File: config.mk
export PLATFORM = sky130hd
export DESIGN_NAME = mrac_adaptive_controller_core_flat
export DESIGN_NICKNAME = d
export VERILOG_FILES = /design/src/hw/rtl/mrac_pkg.sv /design/src/hw/rtl/mrac_if.sv /design/src/hw/rtl/mrac_mul.sv /design/src/hw/rtl/mrac_sqrt.sv /design/src/hw/rtl/mrac_div.sv /design/src/hw/rtl/mrac_adaptive_controller_core.sv /design/src/flat_wrapper.sv
export SDC_FILE = /design/constraint.sdc
export NUM_CORES = 2
export LEC_CHECK = 0
export ABC_AREA = 1
export BUFFER_PORTS_ARGS = -buffer_cell sky130_fd_sc_hd__buf_4
export CELL_PAD_IN_SITES_DETAIL_PLACEMENT = 0
export CELL_PAD_IN_SITES_GLOBAL_PLACEMENT = 1
export CORE_MARGIN = 2
export CORE_UTILIZATION = 30
export CTS_CLUSTER_SIZE = 10
export DETAILED_ROUTE_END_ITERATION = 7
export PLACE_DENSITY = 0.67
export SYNTH_ARGS = -nofsm -noshare
export SYNTH_HDL_FRONTEND = slang
export SYNTH_SLANG_ARGS = --single-unit
File: constraint.sdc
create_clock -name clk_i -period 14 [get_ports clk_i]
set_clock_uncertainty 0.1 [all_clocks]
set_input_delay 1.4 -clock clk_i [delete_from_list [all_inputs] [get_ports clk_i]]
set_output_delay 1.4 -clock clk_i [all_outputs]
set_load 0.03 [all_outputs]
File: src/hw/rtl/mrac_pkg.sv
`timescale 1ns / 1ps

package mrac_pkg;

  localparam int DataW  = 32;
  localparam int CoefW  = 31;
  localparam int CfgIdxW = 4;

  // digit-serial multiplier: DataW-bit operand consumed MulDigitW bits per cycle
  localparam int MulDigitW = 4;
  localparam int MulSteps  = DataW / MulDigitW;
  localparam int ProdW     = 2 * DataW;

  localparam int SqrtSteps = ProdW / 2;
  localparam int DivSteps  = DataW - 1;

  localparam logic [CoefW-1:0] ModelPoleReset     = 31'd966367641;
  localparam logic [DataW-1:0] ModelInputGainReset = 32'd107374182;
  localparam logic [CoefW-1:0] GainNormLimitReset = 31'd268435456;
  localparam logic [DataW-1:0] DriveMinReset      = 32'h8000_0000;
  localparam logic [DataW-1:0] DriveMaxReset      = 32'h7fff_ffff;
  // reset b_m rescaled from Q2.30 to Q8.24, rounded
  localparam logic [DataW-1:0] GainRefReset       = 32'd1677722;

  localparam logic CmdSample  = 1'b0;
  localparam logic CmdRestart = 1'b1;

  typedef enum logic [CfgIdxW-1:0] {
    CfgModelPole      = 4'd0,
    CfgModelInputGain = 4'd1,
    CfgStepGainRef    = 4'd2,
    CfgStepGainOut    = 4'd3,
    CfgLeakRate       = 4'd4,
    CfgGainNormLimit  = 4'd5,
    CfgDriveMin       = 4'd6,
    CfgDriveMax       = 4'd7
  } cfg_idx_e;

  typedef enum logic [3:0] {
    OpGrR,
    OpGoY,
    OpER,
    OpEY,
    OpSrEr,
    OpLkGr,
    OpSoEy,
    OpLkGo,
    OpGrSq,
    OpGoSq,
    OpLimSq,
    OpGrLim,
    OpGoLim,
    OpAmYm,
    OpBmR
  } op_e;

  typedef enum logic [6:0] {
    StIdle  = 7'b0000001,
    StMul   = 7'b0000010,
    StRound = 7'b0000100,
    StClamp = 7'b0001000,
    StSqrt  = 7'b0010000,
    StDiv   = 7'b0100000,
    StOut   = 7'b1000000
  } state_e;

  typedef struct packed {
    logic [DataW-1:0] drive;
    logic             drive_clamped;
    logic             gains_projected;
    logic [DataW-1:0] model_error;
  } result_t;

  function automatic logic [63:0] sat64(input logic [64:0] x);
    logic [63:0] r;
    if (x[64] != x[63]) begin
      r = x[64] ? 64'h8000_0000_0000_0000 : 64'h7fff_ffff_ffff_ffff;
    end else begin
      r = x[63:0];
    end
    return r;
  endfunction

  function automatic logic [31:0] sat32(input logic [63:0] x);
    logic [31:0] r;
    if (x[63] && !(&x[62:31])) begin
      r = 32'h8000_0000;
    end else if (!x[63] && (|x[62:31])) begin
      r = 32'h7fff_ffff;
    end else begin
      r = x[31:0];
    end
    return r;
  endfunction

  // round half up, then arithmetic shift right by n
  function automatic logic signed [63:0] rshr64(input logic [63:0] x, input int unsigned n);
    logic [64:0]        half;
    logic signed [63:0] h;
    half = 65'd1 << (n - 1);
    h = sat64({x[63], x} + half);
    return h >>> n;
  endfunction

endpackage

File: src/hw/rtl/mrac_if.sv
`timescale 1ns / 1ps

interface mrac_sample_if;
  logic                           valid;
  logic                           ready;
  logic                           cmd;
  logic [mrac_pkg::DataW-1:0]     plant_output;
  logic [mrac_pkg::DataW-1:0]     reference;
  logic [mrac_pkg::DataW-1:0]     init_gain_ref;
  logic [mrac_pkg::DataW-1:0]     init_gain_out;

  modport source (output valid, cmd, plant_output, reference, init_gain_ref, init_gain_out,
                  input ready);
  modport sink (input valid, cmd, plant_output, reference, init_gain_ref, init_gain_out,
                output ready);
endinterface

interface mrac_result_if;
  logic                       valid;
  logic                       ready;
  logic [mrac_pkg::DataW-1:0] drive;
  logic                       drive_clamped;
  logic                       gains_projected;
  logic [mrac_pkg::DataW-1:0] model_error;

  modport source (output valid, drive, drive_clamped, gains_projected, model_error,
                  input ready);
  modport sink (input valid, drive, drive_clamped, gains_projected, model_error,
                output ready);
endinterface

interface mrac_cfg_if;
  logic                         valid;
  logic                         ready;
  logic [mrac_pkg::CfgIdxW-1:0] index;
  logic [mrac_pkg::DataW-1:0]   data;

  modport source (output valid, index, data, input ready);
  modport sink (input valid, index, data, output ready);
endinterface

File: src/hw/rtl/mrac_mul.sv
`timescale 1ns / 1ps

module mrac_mul (
  input  logic                               clk_i,
  input  logic                               rst_ni,
  input  logic                               start_i,
  input  logic signed [mrac_pkg::DataW-1:0]  a_i,
  input  logic signed [mrac_pkg::DataW-1:0]  b_i,
  output logic                               done_o,
  output logic signed [mrac_pkg::ProdW-1:0]  prod_o
);

  localparam int W     = mrac_pkg::DataW;
  localparam int D     = mrac_pkg::MulDigitW;
  localparam int PW    = mrac_pkg::ProdW;
  localparam int StepW = $clog2(mrac_pkg::MulSteps + 1);

  logic [PW-1:0]    p_q;
  logic [W-1:0]     a_q;
  logic             neg_q, busy_q, done_q;
  logic [StepW-1:0] cnt_q;

  logic [W-1:0]     a_mag, b_mag;
  logic [W+D-1:0]   pp, acc;
  logic [PW-1:0]    p_step;

  assign a_mag = a_i[W-1] ? W'(-a_i) : a_i;
  assign b_mag = b_i[W-1] ? W'(-b_i) : b_i;

  // add one digit's partial product to the high half, shift right a digit
  always_comb begin
    pp     = {{D{1'b0}}, a_q} * {{W{1'b0}}, p_q[D-1:0]};
    acc    = {{D{1'b0}}, p_q[PW-1:W]} + pp;
    p_step = {acc, p_q[W-1:D]};
  end

  always_ff @(posedge clk_i or negedge rst_ni) begin
    if (!rst_ni) begin
      p_q    <= '0;
      a_q    <= '0;
      neg_q  <= 1'b0;
      busy_q <= 1'b0;
      done_q <= 1'b0;
      cnt_q  <= '0;
    end else if (start_i) begin
      a_q    <= a_mag;
      p_q    <= {{W{1'b0}}, b_mag};
      neg_q  <= a_i[W-1] ^ b_i[W-1];
      busy_q <= 1'b1;
      done_q <= 1'b0;
      cnt_q  <= '0;
    end else if (busy_q) begin
      if (cnt_q == StepW'(mrac_pkg::MulSteps)) begin
        p_q    <= neg_q ? PW'(-p_q) : p_q;
        busy_q <= 1'b0;
        done_q <= 1'b1;
      end else begin
        p_q   <= p_step;
        cnt_q <= cnt_q + StepW'(1);
      end
    end else begin
      done_q <= 1'b0;
    end
  end

  assign done_o = done_q;
  assign prod_o = p_q;

endmodule

File: src/hw/rtl/mrac_sqrt.sv
`timescale 1ns / 1ps

module mrac_sqrt (
  input  logic                         clk_i,
  input  logic                         rst_ni,
  input  logic                         start_i,
  input  logic [mrac_pkg::ProdW-1:0]   value_i,
  output logic                         done_o,
  output logic [mrac_pkg::DataW-1:0]   root_o
);

  localparam int PW    = mrac_pkg::ProdW;
  localparam int W     = mrac_pkg::DataW;
  localparam int RemW  = W + 2;
  localparam int StepW = $clog2(mrac_pkg::SqrtSteps + 1);

  logic [PW-1:0]    v_q;
  logic [RemW-1:0]  rem_q;
  logic [W-1:0]     root_q;
  logic             busy_q, done_q;
  logic [StepW-1:0] cnt_q;

  logic [RemW+1:0]  rem2, trial;
  logic             ge;

  // bring down two bits, try the next root bit
  always_comb begin
    rem2  = {rem_q, v_q[PW-1:PW-2]};
    trial = {2'b00, root_q, 2'b01};
    ge    = rem2 >= trial;
  end

  always_ff @(posedge clk_i or negedge rst_ni) begin
    if (!rst_ni) begin
      v_q    <= '0;
      rem_q  <= '0;
      root_q <= '0;
      busy_q <= 1'b0;
      done_q <= 1'b0;
      cnt_q  <= '0;
    end else if (start_i) begin
      v_q    <= value_i;
      rem_q  <= '0;
      root_q <= '0;
      busy_q <= 1'b1;
      done_q <= 1'b0;
      cnt_q  <= '0;
    end else if (busy_q) begin
      v_q    <= {v_q[PW-3:0], 2'b00};
      rem_q  <= ge ? RemW'(rem2 - trial) : RemW'(rem2);
      root_q <= {root_q[W-2:0], ge};
      if (cnt_q == StepW'(mrac_pkg::SqrtSteps - 1)) begin
        busy_q <= 1'b0;
        done_q <= 1'b1;
      end else begin
        cnt_q <= cnt_q + StepW'(1);
      end
    end else begin
      done_q <= 1'b0;
    end
  end

  assign done_o = done_q;
  assign root_o = root_q;

endmodule

File: src/hw/rtl/mrac_div.sv
`timescale 1ns / 1ps

// Quotient of a signed product by a positive divisor, truncated toward zero.
// The quotient magnitude is known to fit DataW-1 bits.
module mrac_div (
  input  logic                               clk_i,
  input  logic                               rst_ni,
  input  logic                               start_i,
  input  logic signed [mrac_pkg::ProdW-1:0]  dividend_i,
  input  logic [mrac_pkg::DataW-1:0]         divisor_i,
  output logic                               done_o,
  output logic signed [mrac_pkg::DataW-1:0]  quot_o
);

  localparam int PW    = mrac_pkg::ProdW;
  localparam int W     = mrac_pkg::DataW;
  localparam int QW    = mrac_pkg::DivSteps;
  localparam int StepW = $clog2(mrac_pkg::DivSteps + 2);

  logic [W-1:0]     rem_q, div_q;
  logic [QW-1:0]    dq_q;
  logic [W-1:0]     quot_q;
  logic             neg_q, busy_q, done_q;
  logic [StepW-1:0] cnt_q;

  logic [PW-1:0]    mag;
  logic [W:0]       rem2;
  logic             ge;

  assign mag = dividend_i[PW-1] ? PW'(-dividend_i) : dividend_i;

  always_comb begin
    rem2 = {rem_q, dq_q[QW-1]};
    ge   = rem2 >= {1'b0, div_q};
  end

  always_ff @(posedge clk_i or negedge rst_ni) begin
    if (!rst_ni) begin
      rem_q  <= '0;
      div_q  <= '0;
      dq_q   <= '0;
      quot_q <= '0;
      neg_q  <= 1'b0;
      busy_q <= 1'b0;
      done_q <= 1'b0;
      cnt_q  <= '0;
    end else if (start_i) begin
      rem_q  <= mag[PW-2:QW];
      dq_q   <= mag[QW-1:0];
      div_q  <= divisor_i;
      neg_q  <= dividend_i[PW-1];
      busy_q <= 1'b1;
      done_q <= 1'b0;
      cnt_q  <= '0;
    end else if (busy_q) begin
      if (cnt_q == StepW'(QW)) begin
        quot_q <= neg_q ? W'(-{1'b0, dq_q}) : {1'b0, dq_q};
        busy_q <= 1'b0;
        done_q <= 1'b1;
      end else begin
        rem_q <= ge ? W'(rem2 - {1'b0, div_q}) : rem2[W-1:0];
        dq_q  <= {dq_q[QW-2:0], ge};
        cnt_q <= cnt_q + StepW'(1);
      end
    end else begin
      done_q <= 1'b0;
    end
  end

  assign done_o = done_q;
  assign quot_o = quot_q;

endmodule

File: src/hw/rtl/mrac_adaptive_controller_core.sv
// Sample beat: up to fifteen passes through the shared 4-bit-digit multiplier;
// when the gains are projected, also the 2-bit-per-cycle square root and two
// 1-bit-per-cycle divisions. Restart beat: no arithmetic, straight to output.
// One beat in work at a time.
// Reset (asynchronous, active low) loads the register defaults, gain_ref = b_m
// in Q8.24, gain_out = 0 and model output = 0.
`timescale 1ns / 1ps

module mrac_adaptive_controller_core (
  input  logic          clk_i,
  input  logic          rst_ni,
  mrac_sample_if.sink   sample_i,
  mrac_cfg_if.sink      cfg_i,
  mrac_result_if.source result_o
);

  localparam int W = mrac_pkg::DataW;
  localparam int C = mrac_pkg::CoefW;

  // configuration
  logic [C-1:0] pole_q, step_r_q, step_o_q, leak_q, lim_q;
  logic [W-1:0] bm_q, dmin_q, dmax_q;

  // state and work registers
  logic signed [W-1:0]  gr_q, gr_d, go_q, go_d, ym_q, ym_d;
  logic signed [W-1:0]  y_q, y_d, r_q, r_d, e_q, e_d, er_q, er_d, ey_q, ey_d;
  logic signed [63:0]   prod1_q, prod1_d;
  logic [64:0]          s65_q, s65_d;
  logic signed [39:0]   u40_q, u40_d;
  logic [43:0]          acc_q, acc_d;
  logic [63:0]          sumsq_q, sumsq_d;
  logic [W-1:0]         drive_q, drive_d;
  logic                 clamp_q, clamp_d, proj_q, proj_d;
  mrac_pkg::result_t    res_q, res_d;
  logic                 out_valid_q, out_valid_d;
  mrac_pkg::op_e        op_q, op_d;
  mrac_pkg::state_e     state_q, state_d;
  logic                 mul_start_q, mul_start_d, sqrt_start_q, sqrt_start_d;
  logic                 div_start_q, div_start_d;

  logic signed [W-1:0]  mul_a, mul_b;
  logic signed [63:0]   mul_p;
  logic                 mul_done, sqrt_done, div_done;
  logic [W-1:0]         root;
  logic signed [W-1:0]  quot;

  logic signed [63:0]   rnd;
  logic [43:0]          t44;
  logic signed [39:0]   dmin40, dmax40, v1;
  logic [W-1:0]         bm_gain;
  logic                 in_acc;

  mrac_mul u_mul (
    .clk_i   (clk_i),
    .rst_ni  (rst_ni),
    .start_i (mul_start_q),
    .a_i     (mul_a),
    .b_i     (mul_b),
    .done_o  (mul_done),
    .prod_o  (mul_p)
  );

  mrac_sqrt u_sqrt (
    .clk_i   (clk_i),
    .rst_ni  (rst_ni),
    .start_i (sqrt_start_q),
    .value_i (sumsq_q),
    .done_o  (sqrt_done),
    .root_o  (root)
  );

  mrac_div u_div (
    .clk_i      (clk_i),
    .rst_ni     (rst_ni),
    .start_i    (div_start_q),
    .dividend_i (mul_p),
    .divisor_i  (root),
    .done_o     (div_done),
    .quot_o     (quot)
  );

  assign cfg_i.ready    = 1'b1;
  assign sample_i.ready = (state_q == mrac_pkg::StIdle);
  assign in_acc         = sample_i.valid && sample_i.ready;

  assign result_o.valid           = out_valid_q;
  assign result_o.drive           = res_q.drive;
  assign result_o.drive_clamped   = res_q.drive_clamped;
  assign result_o.gains_projected = res_q.gains_projected;
  assign result_o.model_error     = res_q.model_error;

  always_ff @(posedge clk_i or negedge rst_ni) begin
    if (!rst_ni) begin
      pole_q   <= mrac_pkg::ModelPoleReset;
      bm_q     <= mrac_pkg::ModelInputGainReset;
      step_r_q <= '0;
      step_o_q <= '0;
      leak_q   <= '0;
      lim_q    <= mrac_pkg::GainNormLimitReset;
      dmin_q   <= mrac_pkg::DriveMinReset;
      dmax_q   <= mrac_pkg::DriveMaxReset;
    end else if (cfg_i.valid) begin
      case (cfg_i.index)
        mrac_pkg::CfgModelPole:      pole_q   <= cfg_i.data[C-1:0];
        mrac_pkg::CfgModelInputGain: bm_q     <= cfg_i.data;
        mrac_pkg::CfgStepGainRef:    step_r_q <= cfg_i.data[C-1:0];
        mrac_pkg::CfgStepGainOut:    step_o_q <= cfg_i.data[C-1:0];
        mrac_pkg::CfgLeakRate:       leak_q   <= cfg_i.data[C-1:0];
        mrac_pkg::CfgGainNormLimit:  lim_q    <= cfg_i.data[C-1:0];
        mrac_pkg::CfgDriveMin:       dmin_q   <= cfg_i.data;
        mrac_pkg::CfgDriveMax:       dmax_q   <= cfg_i.data;
        default: ;
      endcase
    end
  end

  // multiplier operands for each step of the sample sequence
  always_comb begin
    case (op_q)
      mrac_pkg::OpGrR:   begin mul_a = gr_q;               mul_b = r_q;  end
      mrac_pkg::OpGoY:   begin mul_a = go_q;               mul_b = y_q;  end
      mrac_pkg::OpER:    begin mul_a = e_q;                mul_b = r_q;  end
      mrac_pkg::OpEY:    begin mul_a = e_q;                mul_b = y_q;  end
      mrac_pkg::OpSrEr:  begin mul_a = {1'b0, step_r_q};   mul_b = er_q; end
      mrac_pkg::OpLkGr:  begin mul_a = {1'b0, leak_q};     mul_b = gr_q; end
      mrac_pkg::OpSoEy:  begin mul_a = {1'b0, step_o_q};   mul_b = ey_q; end
      mrac_pkg::OpLkGo:  begin mul_a = {1'b0, leak_q};     mul_b = go_q; end
      mrac_pkg::OpGrSq:  begin mul_a = gr_q;               mul_b = gr_q; end
      mrac_pkg::OpGoSq:  begin mul_a = go_q;               mul_b = go_q; end
      mrac_pkg::OpLimSq: begin mul_a = {1'b0, lim_q};      mul_b = {1'b0, lim_q}; end
      mrac_pkg::OpGrLim: begin mul_a = gr_q;               mul_b = {1'b0, lim_q}; end
      mrac_pkg::OpGoLim: begin mul_a = go_q;               mul_b = {1'b0, lim_q}; end
      mrac_pkg::OpAmYm:  begin mul_a = {pole_q[C-1], pole_q}; mul_b = ym_q; end
      mrac_pkg::OpBmR:   begin mul_a = bm_q;               mul_b = r_q;  end
      default:           begin mul_a = '0;                 mul_b = '0;   end
    endcase
  end

  always_comb begin
    gr_d         = gr_q;
    go_d         = go_q;
    ym_d         = ym_q;
    y_d          = y_q;
    r_d          = r_q;
    e_d          = e_q;
    er_d         = er_q;
    ey_d         = ey_q;
    prod1_d      = prod1_q;
    s65_d        = s65_q;
    u40_d        = u40_q;
    acc_d        = acc_q;
    sumsq_d      = sumsq_q;
    drive_d      = drive_q;
    clamp_d      = clamp_q;
    proj_d       = proj_q;
    res_d        = res_q;
    op_d         = op_q;
    state_d      = state_q;
    mul_start_d  = 1'b0;
    sqrt_start_d = 1'b0;
    div_start_d  = 1'b0;
    out_valid_d  = out_valid_q && !result_o.ready;

    bm_gain = W'(mrac_pkg::rshr64({{32{bm_q[W-1]}}, bm_q}, 6));
    dmin40  = {{8{dmin_q[W-1]}}, dmin_q};
    dmax40  = {{8{dmax_q[W-1]}}, dmax_q};
    v1      = (u40_q < dmin40) ? dmin40 : u40_q;
    rnd     = '0;
    t44     = '0;

    case (state_q)
      mrac_pkg::StIdle: begin
        if (in_acc) begin
          if (sample_i.cmd == mrac_pkg::CmdRestart) begin
            gr_d    = (sample_i.init_gain_ref != '0) ? sample_i.init_gain_ref : bm_gain;
            go_d    = sample_i.init_gain_out;
            ym_d    = '0;
            drive_d = '0;
            clamp_d = 1'b0;
            proj_d  = 1'b0;
            e_d     = '0;
            state_d = mrac_pkg::StOut;
          end else begin
            y_d         = sample_i.plant_output;
            r_d         = sample_i.reference;
            e_d         = mrac_pkg::sat32(
                {{32{sample_i.plant_output[W-1]}}, sample_i.plant_output}
                - {{32{ym_q[W-1]}}, ym_q});
            proj_d      = 1'b0;
            op_d        = mrac_pkg::OpGrR;
            state_d     = mrac_pkg::StMul;
            mul_start_d = 1'b1;
          end
        end
      end

      mrac_pkg::StMul: begin
        if (mul_done) begin
          mul_start_d = 1'b1;
          case (op_q)
            mrac_pkg::OpGrR: begin
              prod1_d = mul_p;
              op_d    = mrac_pkg::OpGoY;
            end
            mrac_pkg::OpGoY: begin
              s65_d       = {prod1_q[63], prod1_q} + {mul_p[63], mul_p};
              mul_start_d = 1'b0;
              state_d     = mrac_pkg::StRound;
            end
            mrac_pkg::OpER: begin
              er_d = mrac_pkg::sat32(mrac_pkg::rshr64(mul_p, 16));
              op_d = mrac_pkg::OpEY;
            end
            mrac_pkg::OpEY: begin
              ey_d = mrac_pkg::sat32(mrac_pkg::rshr64(mul_p, 16));
              op_d = mrac_pkg::OpSrEr;
            end
            mrac_pkg::OpSrEr: begin
              rnd   = mrac_pkg::rshr64(mul_p, 22);
              acc_d = {{12{gr_q[W-1]}}, gr_q} - rnd[43:0];
              op_d  = mrac_pkg::OpLkGr;
            end
            mrac_pkg::OpLkGr: begin
              rnd  = mrac_pkg::rshr64(mul_p, 30);
              t44  = acc_q - rnd[43:0];
              gr_d = mrac_pkg::sat32({{20{t44[43]}}, t44});
              op_d = mrac_pkg::OpSoEy;
            end
            mrac_pkg::OpSoEy: begin
              rnd   = mrac_pkg::rshr64(mul_p, 22);
              acc_d = {{12{go_q[W-1]}}, go_q} - rnd[43:0];
              op_d  = mrac_pkg::OpLkGo;
            end
            mrac_pkg::OpLkGo: begin
              rnd  = mrac_pkg::rshr64(mul_p, 30);
              t44  = acc_q - rnd[43:0];
              go_d = mrac_pkg::sat32({{20{t44[43]}}, t44});
              op_d = mrac_pkg::OpGrSq;
            end
            mrac_pkg::OpGrSq: begin
              sumsq_d = mul_p;
              op_d    = mrac_pkg::OpGoSq;
            end
            mrac_pkg::OpGoSq: begin
              sumsq_d = sumsq_q + mul_p;
              op_d    = mrac_pkg::OpLimSq;
            end
            mrac_pkg::OpLimSq: begin
              if (sumsq_q > mul_p) begin
                proj_d       = 1'b1;
                mul_start_d  = 1'b0;
                sqrt_start_d = 1'b1;
                state_d      = mrac_pkg::StSqrt;
              end else begin
                op_d = mrac_pkg::OpAmYm;
              end
            end
            mrac_pkg::OpGrLim, mrac_pkg::OpGoLim: begin
              mul_start_d = 1'b0;
              div_start_d = 1'b1;
              state_d     = mrac_pkg::StDiv;
            end
            mrac_pkg::OpAmYm: begin
              prod1_d = mul_p;
              op_d    = mrac_pkg::OpBmR;
            end
            mrac_pkg::OpBmR: begin
              ym_d        = mrac_pkg::sat32(mrac_pkg::rshr64(prod1_q + mul_p, 30));
              mul_start_d = 1'b0;
              state_d     = mrac_pkg::StOut;
            end
            default: begin
              mul_start_d = 1'b0;
              state_d     = mrac_pkg::StIdle;
            end
          endcase
        end
      end

      mrac_pkg::StRound: begin
        rnd     = mrac_pkg::rshr64(mrac_pkg::sat64(s65_q), 24);
        u40_d   = rnd[39:0];
        state_d = mrac_pkg::StClamp;
      end

      mrac_pkg::StClamp: begin
        // lower bound first, upper bound wins on inverted bounds
        drive_d     = (v1 > dmax40) ? dmax_q : v1[W-1:0];
        clamp_d     = (u40_q < dmin40) || (v1 > dmax40);
        op_d        = mrac_pkg::OpER;
        state_d     = mrac_pkg::StMul;
        mul_start_d = 1'b1;
      end

      mrac_pkg::StSqrt: begin
        if (sqrt_done) begin
          op_d        = mrac_pkg::OpGrLim;
          state_d     = mrac_pkg::StMul;
          mul_start_d = 1'b1;
        end
      end

      mrac_pkg::StDiv: begin
        if (div_done) begin
          if (op_q == mrac_pkg::OpGrLim) begin
            gr_d = quot;
            op_d = mrac_pkg::OpGoLim;
          end else begin
            go_d = quot;
            op_d = mrac_pkg::OpAmYm;
          end
          state_d     = mrac_pkg::StMul;
          mul_start_d = 1'b1;
        end
      end

      mrac_pkg::StOut: begin
        // hold until the output register is free
        if (!out_valid_q || result_o.ready) begin
          res_d.drive           = drive_q;
          res_d.drive_clamped   = clamp_q;
          res_d.gains_projected = proj_q;
          res_d.model_error     = e_q;
          out_valid_d           = 1'b1;
          state_d               = mrac_pkg::StIdle;
        end
      end

      default: state_d = mrac_pkg::StIdle;
    endcase
  end

  always_ff @(posedge clk_i or negedge rst_ni) begin
    if (!rst_ni) begin
      gr_q         <= mrac_pkg::GainRefReset;
      go_q         <= '0;
      ym_q         <= '0;
      state_q      <= mrac_pkg::StIdle;
      op_q         <= mrac_pkg::OpGrR;
      mul_start_q  <= 1'b0;
      sqrt_start_q <= 1'b0;
      div_start_q  <= 1'b0;
      out_valid_q  <= 1'b0;
    end else begin
      gr_q         <= gr_d;
      go_q         <= go_d;
      ym_q         <= ym_d;
      state_q      <= state_d;
      op_q         <= op_d;
      mul_start_q  <= mul_start_d;
      sqrt_start_q <= sqrt_start_d;
      div_start_q  <= div_start_d;
      out_valid_q  <= out_valid_d;
    end
  end

  always_ff @(posedge clk_i) begin
    y_q     <= y_d;
    r_q     <= r_d;
    e_q     <= e_d;
    er_q    <= er_d;
    ey_q    <= ey_d;
    prod1_q <= prod1_d;
    s65_q   <= s65_d;
    u40_q   <= u40_d;
    acc_q   <= acc_d;
    sumsq_q <= sumsq_d;
    drive_q <= drive_d;
    clamp_q <= clamp_d;
    proj_q  <= proj_d;
    res_q   <= res_d;
  end

endmodule

File: src/flat_wrapper.sv
// flat-port wrapper written by rule: the top's interface ports become plain ports
module mrac_adaptive_controller_core_flat 
  (clk_i, rst_ni, sample_i_valid, sample_i_cmd, sample_i_plant_output, sample_i_reference, sample_i_init_gain_ref, sample_i_init_gain_out, sample_i_ready, cfg_i_valid, cfg_i_index, cfg_i_data, cfg_i_ready, result_o_valid, result_o_drive, result_o_drive_clamped, result_o_gains_projected, result_o_model_error, result_o_ready);
  mrac_sample_if sample_i_i ();
  mrac_cfg_if cfg_i_i ();
  mrac_result_if result_o_i ();
  input  logic clk_i;
  input  logic rst_ni;
  input wire logic [$bits(sample_i_i.valid)-1:0] sample_i_valid;
  input wire logic [$bits(sample_i_i.cmd)-1:0] sample_i_cmd;
  input wire logic [$bits(sample_i_i.plant_output)-1:0] sample_i_plant_output;
  input wire logic [$bits(sample_i_i.reference)-1:0] sample_i_reference;
  input wire logic [$bits(sample_i_i.init_gain_ref)-1:0] sample_i_init_gain_ref;
  input wire logic [$bits(sample_i_i.init_gain_out)-1:0] sample_i_init_gain_out;
  output wire logic [$bits(sample_i_i.ready)-1:0] sample_i_ready;
  input wire logic [$bits(cfg_i_i.valid)-1:0] cfg_i_valid;
  input wire logic [$bits(cfg_i_i.index)-1:0] cfg_i_index;
  input wire logic [$bits(cfg_i_i.data)-1:0] cfg_i_data;
  output wire logic [$bits(cfg_i_i.ready)-1:0] cfg_i_ready;
  output wire logic [$bits(result_o_i.valid)-1:0] result_o_valid;
  output wire logic [$bits(result_o_i.drive)-1:0] result_o_drive;
  output wire logic [$bits(result_o_i.drive_clamped)-1:0] result_o_drive_clamped;
  output wire logic [$bits(result_o_i.gains_projected)-1:0] result_o_gains_projected;
  output wire logic [$bits(result_o_i.model_error)-1:0] result_o_model_error;
  input wire logic [$bits(result_o_i.ready)-1:0] result_o_ready;
  assign sample_i_i.valid = sample_i_valid;
  assign sample_i_i.cmd = sample_i_cmd;
  assign sample_i_i.plant_output = sample_i_plant_output;
  assign sample_i_i.reference = sample_i_reference;
  assign sample_i_i.init_gain_ref = sample_i_init_gain_ref;
  assign sample_i_i.init_gain_out = sample_i_init_gain_out;
  assign sample_i_ready = sample_i_i.ready;
  assign cfg_i_i.valid = cfg_i_valid;
  assign cfg_i_i.index = cfg_i_index;
  assign cfg_i_i.data = cfg_i_data;
  assign cfg_i_ready = cfg_i_i.ready;
  assign result_o_valid = result_o_i.valid;
  assign result_o_drive = result_o_i.drive;
  assign result_o_drive_clamped = result_o_i.drive_clamped;
  assign result_o_gains_projected = result_o_i.gains_projected;
  assign result_o_model_error = result_o_i.model_error;
  assign result_o_i.ready = result_o_ready;
  mrac_adaptive_controller_core u_core (.clk_i(clk_i), .rst_ni(rst_ni), .sample_i(sample_i_i), .cfg_i(cfg_i_i), .result_o(result_o_i));
endmodule
==> summary.txt <==
Post-Synth Simple-Gate Area -> 23.4%
Pwr/cell area -> 248 nW/µm²
Finished Layout Cells -> 16900
Fin area -> 104000 µm²
Multi-input logic area -> 49100 µm²
Clk_lat worst skew -> 0.90 ns
Int Pwr -> 11.7 mW
Total grt overflow -> 0
Final Worst Setup Slack -> 5.22 ns
Distinct cells, synth -> 83
Worst vdd ir -> 0.235 mV
Most common cell after layout, fill and taps aside -> nand2_1
Die area -> 310000 µm²
Setup TNS -> 0 ns
RSZ-0062 raised after global routing -> no
P_leak -> 47.8 nW
Net Sw Frac -> 54.7%
Layout Area Growth over Synthesis -> 13.2%
Post-CTS Resized -> 0
Final GP Congestion -> 1.01
Vias -> 88900
Critical path arrival -> 9.30 ns
Final #Nets -> 13400
Initial drt markers -> 10200
Sequential share of power -> 20.5%
Layout fillers -> 33000
Initial core utilization -> 30.1%
Post-DP HPWL -> 356000 µm
Crit path launch type -> register
Failing checks -> DRC, capacitance limit, slew limit
Register area -> 34000 µm²
Crit path time final -> 8.78 ns
Vias per inst -> 5.27
Setup WS pre-CTS -> 5.35 ns
Net load switching power -> 14.1 mW
Core area -> 305000 µm²
DRT Wirelength -> 445000 µm
Drt drc -> 2
Crit-path slowest cell -> dfrtp_1
IO buf count -> 237
Post-synthesis sequential element count -> 1252
Max_slew headroom -> -0.708%
Post-synth EDFFs -> 513
Syn Nets -> 13200
H-tree levels -> 4
Initial antenna violation count -> 36
Placed insts -> 16500
Layout cells sized above 1 -> 7.48%
Clock transition at path regs -> 0.06 ns
Period Utilization, post-route -> 62.7%
Boundary Pins -> 239
Worst Tran Pin Value -> 1.49 ns
Die width -> 557 µm
Combinational family with the most area after synthesis -> simple AND/OR/NAND/NOR gates
Mapped Cells -> 12400
Max Cap Violations -> 1
Die H -> 557 µm
DRT Pass-1 Iters -> 8
Routed Antenna Nets -> 0
Clock Path Buffers -> 4
Max incr delay on CP -> 0.74 ns
CTS Hold Buffers Added -> 0
Max-slew violation count -> 1
Multiplexer area fraction after synthesis -> 0.0123%
Core Util, Final -> 34.0%
Fraction of registers with async set/reset -> 59.0%
Max Freq -> 114 MHz
Commonest non-fill, non-tap cells in the layout -> nand2_1 (3089), inv_1 (1824), o21ai_0 (1035)
CP Capture Type -> register
Syn. warnings -> 0
Adder-cell area share of the yosys netlist -> 9.22%
Clock power frac -> 16.7%
Number of global-route vias before repair -> 83000
Worst endpoint required time -> 14.52 ns
Final Hold Fails -> 0
WS Path Type -> register to register
First-pass GRT wire length -> 626000 µm
Reg2Reg Setup Slack -> 5.22 ns
Hold Path Class -> register to register
Complex-gate fraction of the synthesized area -> 16.7%
Number of CTS-inserted buffers -> 166
Post-CTS Setup Bufs -> 0
Final setup violation count -> 0
Synth Flop Type -> dfrtp_1
Per-cell routed wire length -> 26.4 µm
Placed Area -> 98500 µm²
XOR/XNOR Fraction of Synth Area -> 3.87%
Synthesized area per cell -> 7.37 µm²
CTS root buf -> clkbuf_16
GRT Util Overall -> 27.9%
Register area share after synthesis -> 37.0%
Area of the mapped netlist -> 91800 µm²
Status -> finished with violations
Comb power frac -> 62.8%
CTS tree -> done
Pin count of the biggest net entering global routing -> 133
CTS sink count -> 1252
Row Count -> 203
Peak fanout along the critical path -> 35
power by group through the flow:
stage / Sequential, mW / Clock, mW / Combinational, mW
finish: 5.28 / 4.30 / 16.2
global route: 5.30 / 4.49 / 17.4
CTS: 5.24 / 4.35 / 15.7
detailed placement: 5.30 / 0 / 15.6
global placement: 5.29 / 0 / 15.8
floorplan: 5.15 / 0 / 9.35
cell families after synthesis:
| group | count (synthesis) |
|---|---|
| and+or+nand+nor | 5173 |
| DFF | 1252 |
| AOI/OAI and AO/OA | 2677 |
| muxes | 1 |
| other | 1 |
| adders and majority gates | 619 |
| xor gates and xnor gates | 406 |
| buffers and inverters | 2319 |
flip-flops by register name, indices dropped and copies added, names as in the netlist, 34 cells and up:
register             count
u_core.sumsq_q          64
u_core.u_mul.prod_o     64
u_core.acc_q            43
u_core.u40_q            40
u_core.s65_q            42
u_core.u_sqrt.rem_q     34
u_core.prod1_q          64
u_core.u_sqrt.v_q       64
layer usage:
| metal | GRT usage [%] | up-vias | share of wire, % |
|---|---|---|---|
| li1 | - | 41400 | - |
| met1 | 39.8 | 42700 | 45 |
| met2 | 40.1 | 4081 | 41 |
| met3 | 5.66 | 748 | 9.2 |
| met4 | 13.0 | 16 | 5.1 |
| met5 | 0 | - | 0.032 |
layout make-up:
type / instances / share of cell area (%)
diodes: 18 / 0.0434
inverters: 1889 / 6.83
multi-input cells: 8877 / 47.2
clock buffers: 258 / 4.63
flip-flops and latches: 1252 / 32.7
well taps: 4100 / 4.94
repair buffers: 421 / 3.09
clock inverters: 41 / 0.487
worst max-delay path, delay by kind of cell (launching register included):
kind                       cells  cell delay [ns]
and+or+nand+nor                8             1.72
AOI/OAI and AO/OA             10             2.64
DFF                            1             0.74
adders and majority gates      2             1.18
buffers and inverters          5             1.86
xor gates and xnor gates       1             0.26
final timing paths:
path / from / to / cells past startpoint
max: u_core.u_mul.prod_o[62] / u_core.acc_q[40] / 26
min: u_core.drive_q[3] / u_core.result_o.drive[3] / 0
max reg2reg: u_core.u_mul.prod_o[62] / u_core.acc_q[40] / 26
min reg2reg: u_core.drive_q[3] / u_core.result_o.drive[3] / 0
max in group asynchronous: rst_ni / u_core.u_sqrt.v_q[63] / 4
min in group asynchronous: rst_ni / u_core.dmin_q[10] / 1
stage by stage:
stage / power (mW) / hold slack (ns)
finish: 25.7 / 0.315
global route: 27.1 / 0.319
CTS: 25.3 / 0.310
detailed placement: 20.9 / 0.305
global placement: 21.0 / 0.301
floorplan: 14.5 / 0.300
synth_stat cells (127+ instances only):
library cell	count	area share, %
o21ai_0	1039	5.7
dfrtp_1	664	18
nor2_1	1044	4.3
edfxtp_1	513	17
nand2_1	3094	13
nand3_1	465	2.5
clkbuf_1	282	1.2
nand4_1	127	0.87
ha_1	523	7.1
a21oi_1	890	4.9
nor3_1	176	0.96
xor2_1	306	2.9
inv_1	1827	7.5
Power figures use the tool's default switching activity.
